## config.mk

```make
export PLATFORM = sky130hd
export DESIGN_NAME = min_heap_priority_queue
export DESIGN_NICKNAME = d
export VERILOG_FILES = /design/src/mhpq_pkg.sv /design/src/mhpq_ram.sv /design/src/min_heap_priority_queue.sv
export SDC_FILE = /design/constraint.sdc
export NUM_CORES = 1
export LEC_CHECK = 0
export ABC_CLOCK_PERIOD_IN_PS = 14000
export BUFFER_PORTS_ARGS = -buffer_cell sky130_fd_sc_hd__buf_4
export CAP_MARGIN = 40
export CORE_ASPECT_RATIO = 1.25
export CORE_UTILIZATION = 60
export DETAILED_ROUTE_END_ITERATION = 6
export HOLD_SLACK_MARGIN = 0.1
export PLACE_DENSITY = 0.77
export REMOVE_ABC_BUFFERS = 1
export SYNTH_ARGS = -nofsm -noshare
export SYNTH_HDL_FRONTEND = slang
export SYNTH_SLANG_ARGS = --single-unit
```

## constraint.sdc

```tcl
create_clock -name i_clk -period 14 [get_ports i_clk]
set_input_delay 2.1 -clock i_clk [delete_from_list [all_inputs] [get_ports i_clk]]
set_output_delay 2.1 -clock i_clk [all_outputs]
set_load 0.02 [all_outputs]
```

## src/mhpq_pkg.sv

```systemverilog
// Shared constants, types and codes for the min-heap priority queue.
package mhpq_pkg;

    // Heap size and derived widths.
    localparam int CAPACITY = 16;
    localparam int IDX_W    = $clog2(CAPACITY);
    localparam int CNT_W    = $clog2(CAPACITY + 1);
    // Child indexes reach 2 * CAPACITY, so they carry one extra bit over a count.
    localparam int CHILD_W  = IDX_W + 2;
    localparam int KEY_W    = 32;
    localparam int OCC_W    = 5;
    localparam int STAT_W   = 2;

    typedef logic signed [KEY_W-1:0] t_key;
    typedef logic [IDX_W-1:0]        t_idx;
    typedef logic [CNT_W-1:0]        t_cnt;
    typedef logic [CHILD_W-1:0]      t_child;

    // Operation codes.
    localparam logic OP_INSERT  = 1'b0;
    localparam logic OP_EXTRACT = 1'b1;

    // Result status codes.
    localparam logic [STAT_W-1:0] ST_OK    = 2'd0;
    localparam logic [STAT_W-1:0] ST_EMPTY = 2'd1;
    localparam logic [STAT_W-1:0] ST_FULL  = 2'd2;

endpackage

```

## src/mhpq_ram.sv

```systemverilog
// Heap storage: one write port and two registered read ports.
module mhpq_ram #(
    parameter int DEPTH = 16,
    parameter int DW    = 32,
    parameter int AW    = $clog2(DEPTH)
) (
    input  logic          i_clk,
    input  logic          i_we,
    input  logic [AW-1:0] i_waddr,
    input  logic [DW-1:0] i_wdata,
    input  logic [AW-1:0] i_raddr_a,
    input  logic [AW-1:0] i_raddr_b,
    output logic [DW-1:0] o_rdata_a,
    output logic [DW-1:0] o_rdata_b
);

    logic [DW-1:0] mem [DEPTH];

    // Write port.
    always_ff @(posedge i_clk) begin
        if (i_we) begin
            mem[i_waddr] <= i_wdata;
        end
    end

    // Two registered read ports.
    always_ff @(posedge i_clk) begin
        o_rdata_a <= mem[i_raddr_a];
        o_rdata_b <= mem[i_raddr_b];
    end

endmodule

```

## src/min_heap_priority_queue.sv

```systemverilog
// Top level of the min-heap priority queue: sift sequencer around the heap RAM.
// Insert: the new key climbs one level per S_UP step, one RAM read and compare each, and is
//   written into its final hole; a key into an empty heap goes straight to the root.
// Extract: root and last entry are fetched for S_LOAD, then the moved key sinks one level per
//   S_DOWN step; with at most one key left, S_LOAD answers. A refused operation answers from idle.
// Busy clears with the strobe; synchronous active-low reset empties the heap; no stalls.
module min_heap_priority_queue
    import mhpq_pkg::*;
(
    input  logic              i_clk,
    input  logic              i_rst_n,
    input  logic              start,
    output logic              busy,
    input  logic              i_opcode,
    input  logic [KEY_W-1:0]  i_key_in,
    output logic              o_strobe,
    output logic [KEY_W-1:0]  o_key_out,
    output logic [STAT_W-1:0] o_status,
    output logic [OCC_W-1:0]  o_occupancy
);

    localparam logic [2:0] S_IDLE = 3'd0;
    localparam logic [2:0] S_UP   = 3'd1;
    localparam logic [2:0] S_LOAD = 3'd2;
    localparam logic [2:0] S_DOWN = 3'd3;
    localparam logic [2:0] S_FIN  = 3'd4;

    logic [2:0]        r_state, n_state;
    t_cnt              r_cnt, n_cnt;
    t_idx              r_pos, n_pos;
    t_key              r_key, n_key;
    t_key              r_root, n_root;
    logic              r_strobe, n_strobe;
    t_key              r_key_out, n_key_out;
    logic [STAT_W-1:0] r_status, n_status;

    logic              ram_we;
    t_idx              ram_waddr, ram_raddr_a, ram_raddr_b;
    t_key              ram_wdata;
    logic [KEY_W-1:0]  rd_a_raw, rd_b_raw;
    t_key              rd_a, rd_b;

    t_idx              par_idx, grand_idx;
    t_child            cl, cr, cnt_ext, pick, nl;
    logic              has_r, take_r;
    t_key              cval;
    logic [CNT_W+OCC_W-1:0] occ_ext;

    mhpq_ram #(
        .DEPTH (CAPACITY),
        .DW    (KEY_W)
    ) u_ram (
        .i_clk     (i_clk),
        .i_we      (ram_we),
        .i_waddr   (ram_waddr),
        .i_wdata   (ram_wdata),
        .i_raddr_a (ram_raddr_a),
        .i_raddr_b (ram_raddr_b),
        .o_rdata_a (rd_a_raw),
        .o_rdata_b (rd_b_raw)
    );

    assign rd_a = $signed(rd_a_raw);
    assign rd_b = $signed(rd_b_raw);

    // Index arithmetic for the current hole position.
    always_comb begin
        par_idx   = (r_pos - IDX_W'(1)) >> 1;
        grand_idx = (par_idx - IDX_W'(1)) >> 1;
        cl        = CHILD_W'({r_pos, 1'b1});
        cr        = cl + CHILD_W'(1);
        cnt_ext   = CHILD_W'(r_cnt);
        has_r     = cr < cnt_ext;
        take_r    = has_r && (rd_b < rd_a);
        pick      = take_r ? cr : cl;
        cval      = take_r ? rd_b : rd_a;
        nl        = CHILD_W'({pick[IDX_W-1:0], 1'b1});
    end

    // Sequencer: the moving key stays in r_key while the hole walks the heap, so each
    // level takes one RAM write and the next read. Reads always target other entries
    // than the write of the same cycle, so no forwarding is needed.
    always_comb begin
        n_state     = r_state;
        n_cnt       = r_cnt;
        n_pos       = r_pos;
        n_key       = r_key;
        n_root      = r_root;
        n_strobe    = 1'b0;
        n_key_out   = r_key_out;
        n_status    = r_status;
        ram_we      = 1'b0;
        ram_waddr   = r_pos;
        ram_wdata   = r_key;
        ram_raddr_a = '0;
        ram_raddr_b = '0;

        case (r_state)
            S_IDLE: begin
                if (start) begin
                    if (i_opcode == OP_INSERT) begin
                        if (r_cnt == CNT_W'(CAPACITY)) begin
                            n_strobe  = 1'b1;
                            n_key_out = '0;
                            n_status  = ST_FULL;
                        end else begin
                            n_cnt  = r_cnt + CNT_W'(1);
                            n_key  = $signed(i_key_in);
                            n_root = '0;
                            n_pos  = r_cnt[IDX_W-1:0];
                            if (r_cnt == '0) begin
                                // First key goes straight to the root.
                                ram_we    = 1'b1;
                                ram_waddr = '0;
                                ram_wdata = $signed(i_key_in);
                                n_strobe  = 1'b1;
                                n_key_out = '0;
                                n_status  = ST_OK;
                            end else begin
                                ram_raddr_a = (r_cnt[IDX_W-1:0] - IDX_W'(1)) >> 1;
                                n_state     = S_UP;
                            end
                        end
                    end else begin
                        if (r_cnt == '0) begin
                            n_strobe  = 1'b1;
                            n_key_out = '0;
                            n_status  = ST_EMPTY;
                        end else begin
                            // Fetch the root and the last entry together.
                            n_cnt       = r_cnt - CNT_W'(1);
                            n_pos       = '0;
                            ram_raddr_a = '0;
                            ram_raddr_b = IDX_W'(r_cnt - CNT_W'(1));
                            n_state     = S_LOAD;
                        end
                    end
                end
            end

            S_UP: begin
                // Parent entry is on read port A.
                if (r_key < rd_a) begin
                    ram_we    = 1'b1;
                    ram_wdata = rd_a;
                    n_pos     = par_idx;
                    if (par_idx == '0) begin
                        n_state = S_FIN;
                    end else begin
                        ram_raddr_a = grand_idx;
                    end
                end else begin
                    ram_we    = 1'b1;
                    n_strobe  = 1'b1;
                    n_key_out = '0;
                    n_status  = ST_OK;
                    n_state   = S_IDLE;
                end
            end

            S_LOAD: begin
                // Root on port A, former last entry on port B; r_cnt already decremented.
                n_root = rd_a;
                n_key  = rd_b;
                if (r_cnt == '0) begin
                    n_strobe  = 1'b1;
                    n_key_out = rd_a;
                    n_status  = ST_OK;
                    n_state   = S_IDLE;
                end else if (cl >= cnt_ext) begin
                    ram_we    = 1'b1;
                    ram_wdata = rd_b;
                    n_strobe  = 1'b1;
                    n_key_out = rd_a;
                    n_status  = ST_OK;
                    n_state   = S_IDLE;
                end else begin
                    ram_raddr_a = cl[IDX_W-1:0];
                    ram_raddr_b = cr[IDX_W-1:0];
                    n_state     = S_DOWN;
                end
            end

            S_DOWN: begin
                // Left child on port A, right child on port B when it exists.
                if (cval < r_key) begin
                    ram_we    = 1'b1;
                    ram_wdata = cval;
                    n_pos     = pick[IDX_W-1:0];
                    if (nl >= cnt_ext) begin
                        n_state = S_FIN;
                    end else begin
                        ram_raddr_a = nl[IDX_W-1:0];
                        ram_raddr_b = IDX_W'(nl + CHILD_W'(1));
                    end
                end else begin
                    ram_we    = 1'b1;
                    n_strobe  = 1'b1;
                    n_key_out = r_root;
                    n_status  = ST_OK;
                    n_state   = S_IDLE;
                end
            end

            S_FIN: begin
                // Drop the moving key into the final hole.
                ram_we    = 1'b1;
                n_strobe  = 1'b1;
                n_key_out = r_root;
                n_status  = ST_OK;
                n_state   = S_IDLE;
            end

            default: begin
                n_state = S_IDLE;
            end
        endcase
    end

    // Control state.
    always_ff @(posedge i_clk) begin
        if (!i_rst_n) begin
            r_state  <= S_IDLE;
            r_cnt    <= '0;
            r_strobe <= 1'b0;
        end else begin
            r_state  <= n_state;
            r_cnt    <= n_cnt;
            r_strobe <= n_strobe;
        end
    end

    // Payload registers.
    always_ff @(posedge i_clk) begin
        r_pos     <= n_pos;
        r_key     <= n_key;
        r_root    <= n_root;
        r_key_out <= n_key_out;
        r_status  <= n_status;
    end

    // Occupancy is the count folded to the field width.
    assign occ_ext     = {{OCC_W{1'b0}}, r_cnt};
    assign busy        = (r_state != S_IDLE);
    assign o_strobe    = r_strobe;
    assign o_key_out   = r_key_out;
    assign o_status    = r_status;
    assign o_occupancy = occ_ext[OCC_W-1:0];

endmodule
```

After elaboration in Yosys (flattened, before gate mapping)
Memories as Yosys holds them, arrays and structs flattened. A register that Yosys moved wholly into a read port is not among the register bits. Cells that the tools add are included.

Input port bits: 36. Flip-flop bits (word level): 111. Logic and storage cells: 159. Output and inout bits: 41. Memories kept: 1. Bits in writable memories: 512.

Add/sub/neg operators: 7. Magnitude comparators: 6. Muxes and demuxes: 100. Equality and inequality tests: 22. Reduce and logical (&&, ||, !) cells: 15.

Memories: u_ram.mem (words 16, width 32, read ports 2, clocked after memory_dff 2, write ports 1, RTL line mhpq_ram.sv:17) `logic [DW-1:0] mem [DEPTH];`.

Operators with widths (number): $mux W32 (23); $pmux W32 S5 (1); $pmux W32 S2 (2); $pmux W32 S4 (1); $mux W4 (25); $lt A32 B32 Y1 (3); $mux W3 (13); $pmux W4 S3 (2); $mux W2 (11); $ne A3 B3 Y1 const B (7); $ne A2 B2 Y1 const B (10); $pmux W4 S4 (1); $mux W5 (3); $mux W1 (14); $pmux W3 S4 (1); $ge A5 B5 Y1 (2); $pmux W2 S5 (1); $reduce_and A5 Y1 (2); $reduce_and A4 Y1 (2); $sub A4 B1 Y4 const B (2); $reduce_and A7 Y1 (1); $add A5 B1 Y6 const B (1); $eq A3 B2 Y1 const B (2); $lt A6 B5 Y1 (1); other kinds (18) (19).

Longest topological paths before layout
Depth after elaboration: 8. Mapped depth: 28. Mapped depth without buffers: 22.

Modules after synthesis
A second synthesis with hierarchy kept.

Cells, all modules: 2266. Area, all modules: 34047.7 um2.

Modules (own cells, without submodules): mhpq_ram (area an instance 24188.2 um2, times used 1, cells each 1141); min_heap_priority_queue (area an instance 9859.5 um2, times used 1, cells each 1125).

Worst setup path before layout
OpenSTA, ideal clock, no wires.

Kind: input -> register. Start point: input port start. End point: register r_key[0] (enable). Stages: 3. Required time: 13.426 ns. Data arrival time: 6.919 ns. Setup slack: 6.506 ns. Library setup time: 0.574 ns. Path buffers: 0. Cells stage by stage: nor2b_1 > nand2_1 > o21ai_0.

Longest elaborated chain between the ends: 2.

RTL lines: start, declared (RTL line min_heap_priority_queue.sv:12) `input logic start,`; $ne A2 B2 Y1 (no line); $reduce_and A4 Y1 (no line); end signal, assigned (RTL line min_heap_priority_queue.sv:236) `r_key <= n_key;`; end, declared (RTL line min_heap_priority_queue.sv:31) `t_key r_key, n_key;`.

No other way between the ends. A chain may end at the register's enable or synchronous reset.

Final worst setup path
Start point: register u_ram.o_rdata_a[23] (read register of u_ram.mem). End point: register u_ram.o_rdata_a[27] (read register of u_ram.mem).

Longest elaborated chain between the ends: 7. Elaborated cells on any way between the ends: 11. Those cells by class: order compare: 4; mux: 6; reduce/logical: 1.

RTL lines: start, declared (RTL line mhpq_ram.sv:13) `output logic [DW-1:0] o_rdata_a,`; parallel branches: the longest is 6 deep, another holds $lt A32 B32 Y1; $pmux W4 S4 * (RTL line min_heap_priority_queue.sv:98) `case (r_state)`.

Every way passes the cells marked *.

==> impl_metrics.json <==
{
  "dr.first_iter.drc_count": 3769,
  "grt_usage": 0.370,
  "wl_um": 106000,
  "violations": "DRC",
  "synth-seq-cells": 687,
  "vdd_drop_max_uv": 215,
  "power.total_w": 0.0107,
  "holdBufCountCts": 0,
  "multiInputGateArea_um2": 13100,
  "drc_errors": 1,
  "synth_cell_types": 63,
  "cts.sinks": 687,
  "seq_area_um2": 19900,
  "ys_warn_count": 0,
  "stdcell_area_um2": 38000,
  "finalNetCount": 2745,
  "powerDensity_nw_per_um2": 282,
  "path_class": "register to register",
  "pin_count": 77,
  "vias": 24600,
  "gr-usage-met1": 0.484,
  "holdPathStages": 1,
  "cts_tree": "done",
  "grt_max_degree": 91,
  "syn_to_final_growth_pct": 12.7,
  "busiest_layer": "met2",
  "rr_worst_depth": 23,
  "cp-start-kind": "register",
  "dp.final_hpwl_um": 63600,
  "drive_gt1_frac": 0.197,
  "final_cell_mix": "614 x edfxtp_1, 328 x nand2_1, 161 x buf_4, 134 x a21oi_1, 129 x mux2i_1",
  "use_met3": 0.0908,
  "final_max_slew_viol_count": 0,
  "antenna_found_initial": 0,
  "cts_root_buf": "clkbuf_16",
  "cp-end-kind": "register",
  "use_met2": 0.561,
  "mostFrequentLayoutCell": "edfxtp_1",
  "critical_path_required_ns": 14.55,
  "tightestPinTransition_ns": 0.968,
  "ant_nets": 0,
  "setup_tns_ns": 0,
  "final_util": 0.687,
  "avgSynthCellArea_um2": 13.4,
  "min_period_over_period": 0.608,
  "cp_max_fo": 47,
  "syn_inst": 2520,
  "grt_pass1_vias": 24100,
  "slew-limit-headroom": 0.352,
  "core_area_um2": 55300,
  "clock_latency_ns": 0.62,
  "grt_setup_unrepaired": "false",
  "setup_viol_count_final": 0,
  "max_freq_mhz": 117,
  "port_buffers": 76,
  "dieArea_um2": 57100,
  "hold_viol_final": 0,
  "post-cts-setup-buffers": 0,
  "start_util": 0.610,
  "die_y_um": 267,
  "ys_async_sr_fraction": 0,
  "antenna_cells": 0,
  "n_fill_cell": 3742,
  "cts_resized": 0,
  "avgRoutedWirePerCell_um": 31.2,
  "post_dp_cell_area_um2": 35600,
  "rows": 96,
  "timing.final.crit_period_ns": 8.52,
  "seq_area_frac_synth": 0.590,
  "grt_overflow": 0,
  "syn_area_um2": 33700,
  "place_congestion": 0.982,
  "dieWidth_um": 214,
  "synth_edf_count": 614,
  "viasPerCell": 7.26,
  "cts_inserted_buffers": 68,
  "worstHoldPathType": "register to register",
  "clk_pin_slew_ns": 0.07,
  "final.setup_skew_ns": 0.0219,
  "status": "finished, violations left",
  "grt_pass1_wl_um": 154000,
  "firstDrtPassIters": 7,
  "r2r_slack_ns": 5.48,
  "worstPathArrival_ns": 9.07,
  "power_leakage_nw": 13.6,
  "synthFlopType": "edfxtp_1",
  "htreeDepth": 3,
  "max-clock-path-buffers": 3,
  "drv_cap": 0
}
## cell usage after synthesis, types with 9 or more instances
| cell | number | area [um2] |
|---|---|---|
| a211o_1 | 12 | 105 |
| a211oi_1 | 11 | 82.6 |
| a21o_1 | 25 | 188 |
| a21oi_1 | 137 | 686 |
| a221o_1 | 33 | 330 |
| a221oi_1 | 75 | 657 |
| a22oi_1 | 75 | 563 |
| a31o_1 | 25 | 219 |
| a31oi_1 | 27 | 169 |
| a32oi_1 | 24 | 210 |
| buf_1 | 14 | 52.6 |
| buf_2 | 34 | 170 |
| clkbuf_1 | 105 | 394 |
| dfxtp_1 | 73 | 1460 |
| edfxtp_1 | 614 | 18400 |
| ha_1 | 111 | 1390 |
| inv_1 | 80 | 300 |
| mux2_2 | 64 | 721 |
| mux2i_1 | 129 | 1290 |
| mux4_2 | 125 | 2820 |
| nand2_1 | 330 | 1240 |
| nand3_1 | 40 | 200 |
| nand4_1 | 12 | 75.1 |
| nor2_1 | 148 | 556 |
| nor2b_1 | 10 | 62.6 |
| nor3_1 | 12 | 60.1 |
| o21ai_0 | 55 | 275 |
| xnor2_1 | 9 | 78.8 |
## worst max-delay path, stage by stage, from the launching register on
cell and delay (ns):
dfxtp_1 0.36, inv_1 0.10, ha_1 0.35, a21oi_1 0.19
o21ai_0 0.20, a221oi_1 0.52, nand3_1 0.23, or3_1 0.39
nand3_1 0.14, buf_4 0.39, mux2_2 0.40, ha_1 0.37
and4_1 0.25, nand3_1 0.10, or3_1 0.47, or4_1 0.65
and3_1 0.24, nand3_2 0.09, o211ai_4 0.09, buf_4 0.36
a32oi_2 0.86, buf_4 0.59, and2_1 0.77, a211o_1 0.25
## report_power, final
part | total, W | leakage (nW) | internal, W | switching [W]
Clock | 0.00190 | 1.10 | 0.00109 | 0.000813
Combinational | 0.00521 | 6.18 | 0.00196 | 0.00325
Sequential | 0.00360 | 6.28 | 0.00325 | 0.000349
## path summary, 6_finish.rpt
kind | start | endpoint
min | r_root[6]$_SDFFCE_PN0P_ | o_key_out[6]$_DFFE_PP_
min reg2reg | r_root[6]$_SDFFCE_PN0P_ | o_key_out[6]$_DFFE_PP_
max | u_ram.o_rdata_a[23]$_DFF_P_ | u_ram.o_rdata_a[27]$_DFF_P_
max reg2reg | u_ram.o_rdata_a[23]$_DFF_P_ | u_ram.o_rdata_a[27]$_DFF_P_
## layout make-up
| cell class | count | share of cell area |
|---|---|---|
| multi-input cells | 1584 | 0.344 |
| clock buffers | 82 | 0.0478 |
| repair buffers | 173 | 0.0386 |
| flip-flops and latches | 687 | 0.524 |
| clock inverters | 44 | 0.0131 |
| inverters | 84 | 0.00830 |
| well taps | 735 | 0.0242 |
## cells by family after synthesis
| logic type | Yosys count | share of synthesized area |
|---|---|---|
| xor gates and xnor gates | 13 | 0.00338 |
| DFF | 687 | 0.590 |
| muxes | 321 | 0.146 |
| AOI/OAI and AO/OA | 543 | 0.114 |
| adders and majority gates | 111 | 0.0412 |
| and+or+nand+nor | 596 | 0.0740 |
| buffers and inverters | 249 | 0.0311 |
## flip-flops by register name (all words and copies together), names as in the netlist
signal / flops
o_strobe: 1
o_key_out: 32
u_ram.o_rdata_b: 32
r_key: 32
o_status: 2
u_ram.o_rdata_a: 32
r_state: 3
r_pos: 4
u_ram.mem: 512
r_root: 32
o_occupancy: 5
## through the flow
stage	hold slack [ns]	instances	worst slack, ns
after CTS	0.553	3386	5.79
after floorplan	0.525	2355	2.55
final	0.553	3389	5.48
after global placement	0.531	3220	5.65
after detailed placement	0.542	3260	5.85
after global routing	0.560	3389	5.20
## metal layers
metal  share of wire  vias up
met3            0.14      462
met1            0.35    12000
met5               0        -
li1                -     9997
met4           0.065        0
met2            0.45     2154
Power figures use the tool's default switching activity.
